--- src/hdl/baie_pkg.sv ---
// Package for the bounded array block: operation and status codes, controller
// states and the command and status structs between controller and datapath.
// No dependencies.
package baie_pkg;

  // Fixed port widths of the operation and result fields.
  localparam int OP_W        = 3;
  localparam int POS_W       = 8;
  localparam int VALUE_W     = 32;
  localparam int NEW_COUNT_W = 8;
  localparam int STATUS_W    = 3;
  localparam int OUT_COUNT_W = 8;

  typedef enum logic [OP_W-1:0] {
    OP_PUSH   = 3'd0,
    OP_POP    = 3'd1,
    OP_INSERT = 3'd2,
    OP_ERASE  = 3'd3,
    OP_REMOVE = 3'd4,
    OP_FILL   = 3'd5,
    OP_RESIZE = 3'd6,
    OP_READ   = 3'd7
  } op_t;

  typedef enum logic [STATUS_W-1:0] {
    ST_OK        = 3'd0,
    ST_FULL      = 3'd1,
    ST_EMPTY     = 3'd2,
    ST_TOO_LARGE = 3'd3,
    ST_RANGE     = 3'd4
  } status_t;

  typedef enum logic [1:0] {
    S_IDLE,
    S_PREP,
    S_RUN,
    S_FINISH
  } state_t;

  // Commands from the controller to the datapath.
  typedef struct packed {
    logic load;    // capture the input transaction
    logic prep;    // check the request and set up the sweep
    logic step;    // advance the sweep by one entry
    logic finish;  // final write, count update and result capture
  } dp_cmd_t;

  // Status from the datapath to the controller.
  typedef struct packed {
    logic done;      // no sweep work left
    logic out_free;  // result register can take a new result
  } dp_sts_t;

endpackage

--- src/hdl/baie_ctrl.sv ---
// Controller state machine for the bounded array block.
// Depends on baie_pkg; drives the commands of baie_dp.
module baie_ctrl import baie_pkg::*; (
  input  logic    clk,
  input  logic    rst_n,
  input  logic    in_valid,
  output logic    in_ready,
  input  dp_sts_t sts,
  output dp_cmd_t cmd
);

  state_t state_r, state_nxt;

  always_ff @(posedge clk) begin
    if (!rst_n) begin
      state_r <= S_IDLE;
    end else begin
      state_r <= state_nxt;
    end
  end

  always_comb begin
    state_nxt = state_r;
    cmd       = '0;
    in_ready  = 1'b0;
    unique case (state_r)
      S_IDLE: begin
        in_ready = 1'b1;
        if (in_valid) begin
          cmd.load  = 1'b1;
          state_nxt = S_PREP;
        end
      end
      S_PREP: begin
        cmd.prep  = 1'b1;
        state_nxt = S_RUN;
      end
      S_RUN: begin
        if (sts.done) begin
          state_nxt = S_FINISH;
        end else begin
          cmd.step = 1'b1;
        end
      end
      S_FINISH: begin
        // Hold here while the previous result still waits to be taken.
        if (sts.out_free) begin
          cmd.finish = 1'b1;
          state_nxt  = S_IDLE;
        end
      end
      default: begin
        state_nxt = S_IDLE;
      end
    endcase
  end

endmodule

--- src/hdl/baie_dp.sv ---
// Datapath for the bounded array block: element memory, live count, sweep
// counters and the result register. Depends on baie_pkg; driven by baie_ctrl.
module baie_dp import baie_pkg::*; #(
  parameter int CAPACITY   = 128,
  parameter int DATA_WIDTH = 32
) (
  input  logic                          clk,
  input  logic                          rst_n,
  input  dp_cmd_t                       cmd,
  output dp_sts_t                       sts,
  input  logic        [OP_W-1:0]        in_operation,
  input  logic        [POS_W-1:0]       in_position,
  input  logic signed [VALUE_W-1:0]     in_value,
  input  logic        [NEW_COUNT_W-1:0] in_new_count,
  output logic                          out_valid,
  input  logic                          out_ready,
  output logic        [STATUS_W-1:0]    out_status,
  output logic        [OUT_COUNT_W-1:0] out_count,
  output logic signed [VALUE_W-1:0]     out_read_data
);

  localparam int CW = $clog2(CAPACITY + 1);
  localparam int AW = $clog2(CAPACITY);
  localparam int WW = (CW > POS_W) ? CW : POS_W;
  localparam int XW = (DATA_WIDTH > VALUE_W) ? DATA_WIDTH : VALUE_W;

  logic [DATA_WIDTH-1:0] mem [CAPACITY];
  logic [DATA_WIDTH-1:0] mem_q_r;
  logic                  mem_we, mem_re;
  logic [AW-1:0]         mem_wa, mem_ra;
  logic [DATA_WIDTH-1:0] mem_wd;

  op_t                   op_r, op_nxt;
  logic [POS_W-1:0]      pos_r, pos_nxt;
  logic [NEW_COUNT_W-1:0] req_r, req_nxt;
  logic [DATA_WIDTH-1:0] val_r, val_nxt;
  status_t               st_r, st_nxt;
  logic [CW-1:0]         cnt_r, cnt_nxt;
  logic [CW-1:0]         tgt_r, tgt_nxt;
  logic [CW-1:0]         left_r, left_nxt;
  logic [CW-1:0]         rd_idx_r, rd_idx_nxt;
  logic [CW-1:0]         wr_idx_r, wr_idx_nxt;
  logic                  q_v_r, q_v_nxt;
  logic [VALUE_W-1:0]    rd_word_r, rd_word_nxt;
  logic                  out_valid_r, out_valid_nxt;
  status_t               out_status_r, out_status_nxt;
  logic [OUT_COUNT_W-1:0] out_count_r, out_count_nxt;
  logic [VALUE_W-1:0]    out_data_r, out_data_nxt;

  logic signed [XW-1:0]  in_ext, q_ext;
  logic [WW-1:0]         posx, cntx, reqx;
  logic [CW-1:0]         ins_pos, er_pos;
  logic                  full, empty;

  // The stored word is the input value sign-extended or cut to DATA_WIDTH,
  // and a read word is sign-extended or cut back to the port width.
  assign in_ext = XW'(in_value);
  assign q_ext  = XW'(signed'(mem_q_r));

  assign posx    = WW'(pos_r);
  assign cntx    = WW'(cnt_r);
  assign reqx    = WW'(req_r);
  assign ins_pos = (posx > cntx) ? cnt_r : CW'(posx);
  assign er_pos  = (posx >= cntx) ? (cnt_r - CW'(1)) : CW'(posx);
  assign full    = (cnt_r == CW'(CAPACITY));
  assign empty   = (cnt_r == '0);

  assign sts.done     = (left_r == '0) && !q_v_r;
  assign sts.out_free = !out_valid_r || out_ready;

  assign out_valid     = out_valid_r;
  assign out_status    = out_status_r;
  assign out_count     = out_count_r;
  assign out_read_data = out_data_r;

  always_ff @(posedge clk) begin
    if (mem_we) begin
      mem[mem_wa] <= mem_wd;
    end
    if (mem_re) begin
      mem_q_r <= mem[mem_ra];
    end
  end

  always_comb begin
    op_nxt         = op_r;
    pos_nxt        = pos_r;
    req_nxt        = req_r;
    val_nxt        = val_r;
    st_nxt         = st_r;
    cnt_nxt        = cnt_r;
    tgt_nxt        = tgt_r;
    left_nxt       = left_r;
    rd_idx_nxt     = rd_idx_r;
    wr_idx_nxt     = wr_idx_r;
    q_v_nxt        = q_v_r;
    rd_word_nxt    = rd_word_r;
    out_valid_nxt  = out_valid_r;
    out_status_nxt = out_status_r;
    out_count_nxt  = out_count_r;
    out_data_nxt   = out_data_r;
    mem_we         = 1'b0;
    mem_wa         = wr_idx_r[AW-1:0];
    mem_wd         = mem_q_r;
    mem_re         = 1'b0;
    mem_ra         = rd_idx_r[AW-1:0];

    if (cmd.load) begin
      op_nxt  = op_t'(in_operation);
      pos_nxt = in_position;
      req_nxt = in_new_count;
      val_nxt = in_ext[DATA_WIDTH-1:0];
    end

    if (cmd.prep) begin
      st_nxt      = ST_OK;
      tgt_nxt     = cnt_r;
      left_nxt    = '0;
      rd_idx_nxt  = '0;
      wr_idx_nxt  = '0;
      q_v_nxt     = 1'b0;
      rd_word_nxt = '0;
      unique case (op_r)
        OP_PUSH: begin
          if (full) begin
            st_nxt = ST_FULL;
          end
        end
        OP_POP: begin
          if (empty) begin
            st_nxt = ST_EMPTY;
          end
        end
        OP_INSERT: begin
          if (full) begin
            st_nxt = ST_FULL;
          end else begin
            // Shift the tail up one place, last entry first.
            tgt_nxt    = ins_pos;
            left_nxt   = cnt_r - ins_pos;
            rd_idx_nxt = cnt_r - CW'(1);
            wr_idx_nxt = cnt_r;
          end
        end
        OP_ERASE: begin
          if (empty) begin
            st_nxt = ST_EMPTY;
          end else begin
            left_nxt   = cnt_r - CW'(1) - er_pos;
            rd_idx_nxt = er_pos + CW'(1);
            wr_idx_nxt = er_pos;
          end
        end
        OP_REMOVE: begin
          left_nxt = cnt_r;
        end
        OP_FILL: begin
          left_nxt = cnt_r;
        end
        OP_RESIZE: begin
          if (reqx > WW'(CAPACITY)) begin
            st_nxt = ST_TOO_LARGE;
          end else begin
            tgt_nxt    = CW'(reqx);
            left_nxt   = (CW'(reqx) > cnt_r) ? (CW'(reqx) - cnt_r) : '0;
            wr_idx_nxt = cnt_r;
          end
        end
        OP_READ: begin
          if (posx >= cntx) begin
            st_nxt = ST_RANGE;
          end else begin
            left_nxt   = CW'(1);
            rd_idx_nxt = CW'(posx);
          end
        end
        default: begin
          st_nxt = ST_OK;
        end
      endcase
    end

    if (cmd.step) begin
      q_v_nxt = 1'b0;
      if (left_r != '0) begin
        left_nxt = left_r - CW'(1);
        case (op_r) inside
          OP_FILL, OP_RESIZE: begin
            mem_we     = 1'b1;
            mem_wa     = wr_idx_r[AW-1:0];
            mem_wd     = (op_r == OP_FILL) ? val_r : '0;
            wr_idx_nxt = wr_idx_r + CW'(1);
          end
          OP_INSERT: begin
            mem_re     = 1'b1;
            rd_idx_nxt = rd_idx_r - CW'(1);
            q_v_nxt    = 1'b1;
          end
          default: begin
            mem_re     = 1'b1;
            rd_idx_nxt = rd_idx_r + CW'(1);
            q_v_nxt    = 1'b1;
          end
        endcase
      end
      // The word read in the previous cycle is written back or captured now.
      if (q_v_r) begin
        case (op_r) inside
          OP_INSERT: begin
            mem_we     = 1'b1;
            wr_idx_nxt = wr_idx_r - CW'(1);
          end
          OP_ERASE: begin
            mem_we     = 1'b1;
            wr_idx_nxt = wr_idx_r + CW'(1);
          end
          OP_REMOVE: begin
            if (mem_q_r != val_r) begin
              mem_we     = 1'b1;
              wr_idx_nxt = wr_idx_r + CW'(1);
            end
          end
          OP_READ: begin
            rd_word_nxt = q_ext[VALUE_W-1:0];
          end
          default: begin
            rd_word_nxt = rd_word_r;
          end
        endcase
      end
    end

    if (cmd.finish) begin
      case (op_r) inside
        OP_PUSH, OP_INSERT: begin
          if (st_r == ST_OK) begin
            mem_we  = 1'b1;
            mem_wa  = tgt_r[AW-1:0];
            mem_wd  = val_r;
            cnt_nxt = cnt_r + CW'(1);
          end
        end
        OP_POP, OP_ERASE: begin
          if (st_r == ST_OK) begin
            cnt_nxt = cnt_r - CW'(1);
          end
        end
        OP_REMOVE: begin
          // The write pointer has counted the kept entries.
          cnt_nxt = wr_idx_r;
        end
        OP_RESIZE: begin
          if (st_r == ST_OK) begin
            cnt_nxt = tgt_r;
          end
        end
        default: begin
          cnt_nxt = cnt_r;
        end
      endcase
      out_valid_nxt  = 1'b1;
      out_status_nxt = st_r;
      out_count_nxt  = OUT_COUNT_W'(cnt_nxt);
      out_data_nxt   = rd_word_r;
    end else if (out_ready) begin
      out_valid_nxt = 1'b0;
    end
  end

  always_ff @(posedge clk) begin
    if (!rst_n) begin
      cnt_r       <= '0;
      left_r      <= '0;
      q_v_r       <= 1'b0;
      out_valid_r <= 1'b0;
    end else begin
      cnt_r       <= cnt_nxt;
      left_r      <= left_nxt;
      q_v_r       <= q_v_nxt;
      out_valid_r <= out_valid_nxt;
    end
  end

  always_ff @(posedge clk) begin
    op_r         <= op_nxt;
    pos_r        <= pos_nxt;
    req_r        <= req_nxt;
    val_r        <= val_nxt;
    st_r         <= st_nxt;
    tgt_r        <= tgt_nxt;
    rd_idx_r     <= rd_idx_nxt;
    wr_idx_r     <= wr_idx_nxt;
    rd_word_r    <= rd_word_nxt;
    out_status_r <= out_status_nxt;
    out_count_r  <= out_count_nxt;
    out_data_r   <= out_data_nxt;
  end

endmodule

--- src/hdl/bounded_array_insert_erase_top.sv ---
// Top level of the bounded array block: ordered list of signed words with
// insert, erase, remove, fill, resize and read. Depends on baie_pkg,
// baie_ctrl and baie_dp.
//
//   Channel  Direction  Handshake              Payload
//   in_      input      in_valid / in_ready    operation, position, value, new_count
//   out_     output     out_valid / out_ready  status, count, read_data
//
// One transaction is worked at a time. It passes through the controller states
// S_IDLE, S_PREP, S_RUN and S_FINISH; in S_RUN insert and erase shift the tail,
// fill and resize write entries, remove sweeps the whole list and read fetches
// its word. The element memory has one read and one write port and moves one
// entry per cycle. in_ready rises in the cycle the result appears. Reset needs
// no clearing pass. A result waiting on out_ready does not block acceptance of
// the next transaction, but that one completes only after the waiting result
// has been taken.
module bounded_array_insert_erase_top import baie_pkg::*; #(
  parameter int CAPACITY   = 128,
  parameter int DATA_WIDTH = 32
) (
  input  logic                          clk,
  input  logic                          rst_n,
  input  logic                          in_valid,
  output logic                          in_ready,
  input  logic        [OP_W-1:0]        in_operation,
  input  logic        [POS_W-1:0]       in_position,
  input  logic signed [VALUE_W-1:0]     in_value,
  input  logic        [NEW_COUNT_W-1:0] in_new_count,
  output logic                          out_valid,
  input  logic                          out_ready,
  output logic        [STATUS_W-1:0]    out_status,
  output logic        [OUT_COUNT_W-1:0] out_count,
  output logic signed [VALUE_W-1:0]     out_read_data
);

  dp_cmd_t cmd;
  dp_sts_t sts;

  baie_ctrl u_ctrl (
    .clk      (clk),
    .rst_n    (rst_n),
    .in_valid (in_valid),
    .in_ready (in_ready),
    .sts      (sts),
    .cmd      (cmd)
  );

  baie_dp #(
    .CAPACITY   (CAPACITY),
    .DATA_WIDTH (DATA_WIDTH)
  ) u_dp (
    .clk           (clk),
    .rst_n         (rst_n),
    .cmd           (cmd),
    .sts           (sts),
    .in_operation  (in_operation),
    .in_position   (in_position),
    .in_value      (in_value),
    .in_new_count  (in_new_count),
    .out_valid     (out_valid),
    .out_ready     (out_ready),
    .out_status    (out_status),
    .out_count     (out_count),
    .out_read_data (out_read_data)
  );

endmodule

--- config.mk ---
export PLATFORM = sky130hd
export DESIGN_NAME = bounded_array_insert_erase_top
export DESIGN_NICKNAME = d
export VERILOG_FILES = /design/src/hdl/baie_pkg.sv /design/src/hdl/baie_ctrl.sv /design/src/hdl/baie_dp.sv /design/src/hdl/bounded_array_insert_erase_top.sv
export SDC_FILE = /design/constraint.sdc
export NUM_CORES = 2
export LEC_CHECK = 0
export ABC_AREA = 1
export BUFFER_PORTS_ARGS = -buffer_cell sky130_fd_sc_hd__buf_2
export CORE_MARGIN = 4
export CORE_UTILIZATION = 40
export DETAILED_ROUTE_END_ITERATION = 7
export PLACE_DENSITY = 0.54
export SLEW_MARGIN = 15
export SYNTH_ARGS = -nofsm -noshare
export SYNTH_HDL_FRONTEND = slang
export SYNTH_SLANG_ARGS = --single-unit
--- constraint.sdc ---
create_clock -name clk -period 29.8 [get_ports clk]
set_input_delay 7.45 -clock clk [delete_from_list [all_inputs] [get_ports clk]]
set_output_delay 7.45 -clock clk [all_outputs]
set_load 0.1 [all_outputs]
==> impl_metrics.yaml <==
placed_design:
  finalWeightedCongestion: 0.908
  dpl_cell_area_mm2: 0.179
  place_inst: 18526
  portBuffers: 99
  place_hpwl_mm: 317
yosys:
  synth-edff-count: 4265
  syn_nets: 13537
  seq_area_frac_synth_pct: 75.0
  async_flop_share_pct: 0
  syn_area_mm2: 0.172
  syn_inst: 13432
  ys_types: 50
  synth_top_area_share_pct: 74.5
  postSynthAreaPerCell_um2: 12.8
  ys_warn_count: 0
  synthTopCellsByArea: "edfxtp_1 (75%), o21ai_0 (7.1%), nor2_1 (6.0%)"
  synth_top_area_cell: "edfxtp_1"
  synth_flop_cell: "edfxtp_1"
  ys_ff_latch: 4300
cts:
  postCtsSetupBuffers: 0
  tritoncts: "yes"
  clkSlewWorstSetupHoldPaths_ns: 0.06
  cts_root_buf: "clkbuf_16"
  htreeDepth: 5
  cts_sinks: 4300
  cts_buffer_depth: 4
  numCtsBuffers: 444
  hold_buffers: 0
  ctsResizeCount: 0
  clk_latency_ns: 1.00
pwr:
  p_leak_nw: 61.6
  max-vdd-ir-drop_v: 0.0000843
  p_per_area_mw_per_mm2: 102
cells_and_area:
  final_area_mm2: 0.193
  layout_commonest_cell: "edfxtp_1"
  nets: 13395
  fin_cells: 19370
  final_cell_mix: "edfxtp_1 (4265), nor2_1 (2639), o21ai_0 (2403)"
  drive_above_1_share_pct: 8.66
  area_growth_pct: 12.5
  multi_input_area_mm2: 0.0396
  seqCellArea_mm2: 0.129
  fillers: 38460
floorplanning:
  start_util_pct: 40.2
  die_x_um: 663
  num_rows: 240
  die_area_mm2: 0.440
  io_pins: 100
  core_area_mm2: 0.428
  die_h_um: 663
timing:
  period_share_pct: 41.4
  final.min_clock_period_ns: 12.33
  max_slew_margin_pct: 15.7
  finalHoldViolCount: 0
  final-setup-viol-count: 0
  fin_skew_ns: 0.0665
  maxSlewViolCount: 0
  worstMarginPinSlew_ns: 1.27
  tns_ns: 0
  fmax_mhz: 81.1
  rsz0062_at_grt: "false"
min_path:
  hold_class: "flop to flop"
global_route:
  overflow: 0
  grt_pass1_wl_mm: 777
  grtUsageTotal_pct: 24.1
  antenna_found_initial: 33
  first_global_vias: 102883
  grt_max_degree: 188
critical_path:
  path_class: "input pin to flop"
  crit_path_end_kind: "flop"
  crit_arrival_ns: 12.92
  path_max_fanout: 50
  cp-start-kind: "input pin"
  worst_ep_required_time_ns: 30.39
route:
  vias_per_cell: 5.79
  vias: 112197
  ant_nets: 0
  wire_per_inst_um: 28.5
  wl_mm: 553
  drt-initial-drc-count: 14834
  drc: 1
  dr.pass1.iters: 8
status:
  violations: "design-rule violations"
  outcome: "finished, violations left"
run:
  drv_cap: 0
[cell families after synthesis]
kind of cell | after synthesis | synth area share, %
xor gates and xnor gates | 57 | 0.291
adders and majority gates | 50 | 0.382
and+or+nand+nor | 3713 | 8.41
AOI/OAI and AO/OA | 4164 | 13.2
DFF | 4300 | 75.0
buffers and inverters | 1148 | 2.80
[metrics by stage]
step	util, %	setup WS, ns	hold slack [ns]	power, mW
floorplan	-	15.08	0.427	11.4
global placement	41.9	16.60	0.443	14.4
detailed placement	41.9	16.56	0.448	14.4
CTS	45.2	17.59	0.464	19.8
global route	45.2	17.28	0.469	20.5
finish	45.2	17.47	0.469	19.8
[cell type report]
cell class	count	area share, %
Antenna cell	16	0.0207
Clock buffer	545	6.04
Clock inverter	278	1.25
Inverter	194	0.401
Multi-Input combinational cell	7984	20.5
Sequential cell	4300	66.6
Tap cell	5687	3.68
Timing Repair Buffer	366	1.53
[synthesized netlist by cell type (11+ instances only)]
cell and count:
inv_1 177, edfxtp_1 4265, buf_2 276, o22ai_1 1286, xor2_1 35, clkbuf_1 608
dfxtp_1 35, o21ai_1 272, nand3_1 254, xnor2_1 22, buf_4 24, a31oi_1 11
nor3_1 30, a21oi_1 116, ha_1 46, nand2_1 632, o21ai_0 2425, nor2_1 2762
inv_2 12, o211ai_1 11, buf_1 38
[final timing paths]
check	from	endpoint	slack, ns	cells past startpoint
max	out_ready	u_dp.mem[46][2]	17.47	12
min	u_dp.rd_word_r[21]	u_dp.out_read_data[21]	0.47	0
max reg2reg	u_ctrl.state_r[0]	u_dp.mem[46][2]	23.60	10
min reg2reg	u_dp.rd_word_r[21]	u_dp.out_read_data[21]	0.47	0
[power by group]
group,switching (mW),total (mW),leakage (nW),internal [mW]
sequential,0.162,7.51,38.8,7.35
clock,2.36,5.42,6.87,3.06
combinational,5.39,6.86,15.9,1.47
total,7.91,19.8,61.6,11.9
[per-layer routing]
layer | share of wire (%) | up-vias | track usage [%]
met2 | 45 | 5038 | 36.8
met1 | 42 | 56582 | 34.2
met3 | 8.9 | 904 | 4.40
met4 | 4.7 | 2 | 9.80
li1 | - | 49671 | -
met5 | 0.033 | - | 0.315
[worst max-delay path, stage by stage]
cell	delay [ns]
buf_2	0.08
inv_1	0.05
nand2_1	0.08
nand2_1	0.24
inv_2	0.82
nand3_2	0.74
nand2_2	0.39
a31oi_1	0.16
inv_2	0.34
nand4_1	0.81
buf_4	0.68
nor2_4	0.97
[state kept, by name, indices dropped and copies added (netlist names), 7 cells and up]
| signal | count |
|---|---|
| u_dp.mem_q_r | 32 |
| u_dp.wr_idx_r | 8 |
| u_dp.req_r | 8 |
| u_dp.cnt_r | 8 |
| u_dp.tgt_r | 8 |
| u_dp.pos_r | 8 |
| u_dp.out_count | 8 |
| u_dp.left_r | 8 |
| u_dp.val_r | 32 |
| u_dp.rd_idx_r | 7 |
| u_dp.rd_word_r | 32 |
| u_dp.mem | 4096 |
| u_dp.out_read_data | 32 |
No activity file was read; power rests on OpenSTA's default activity.
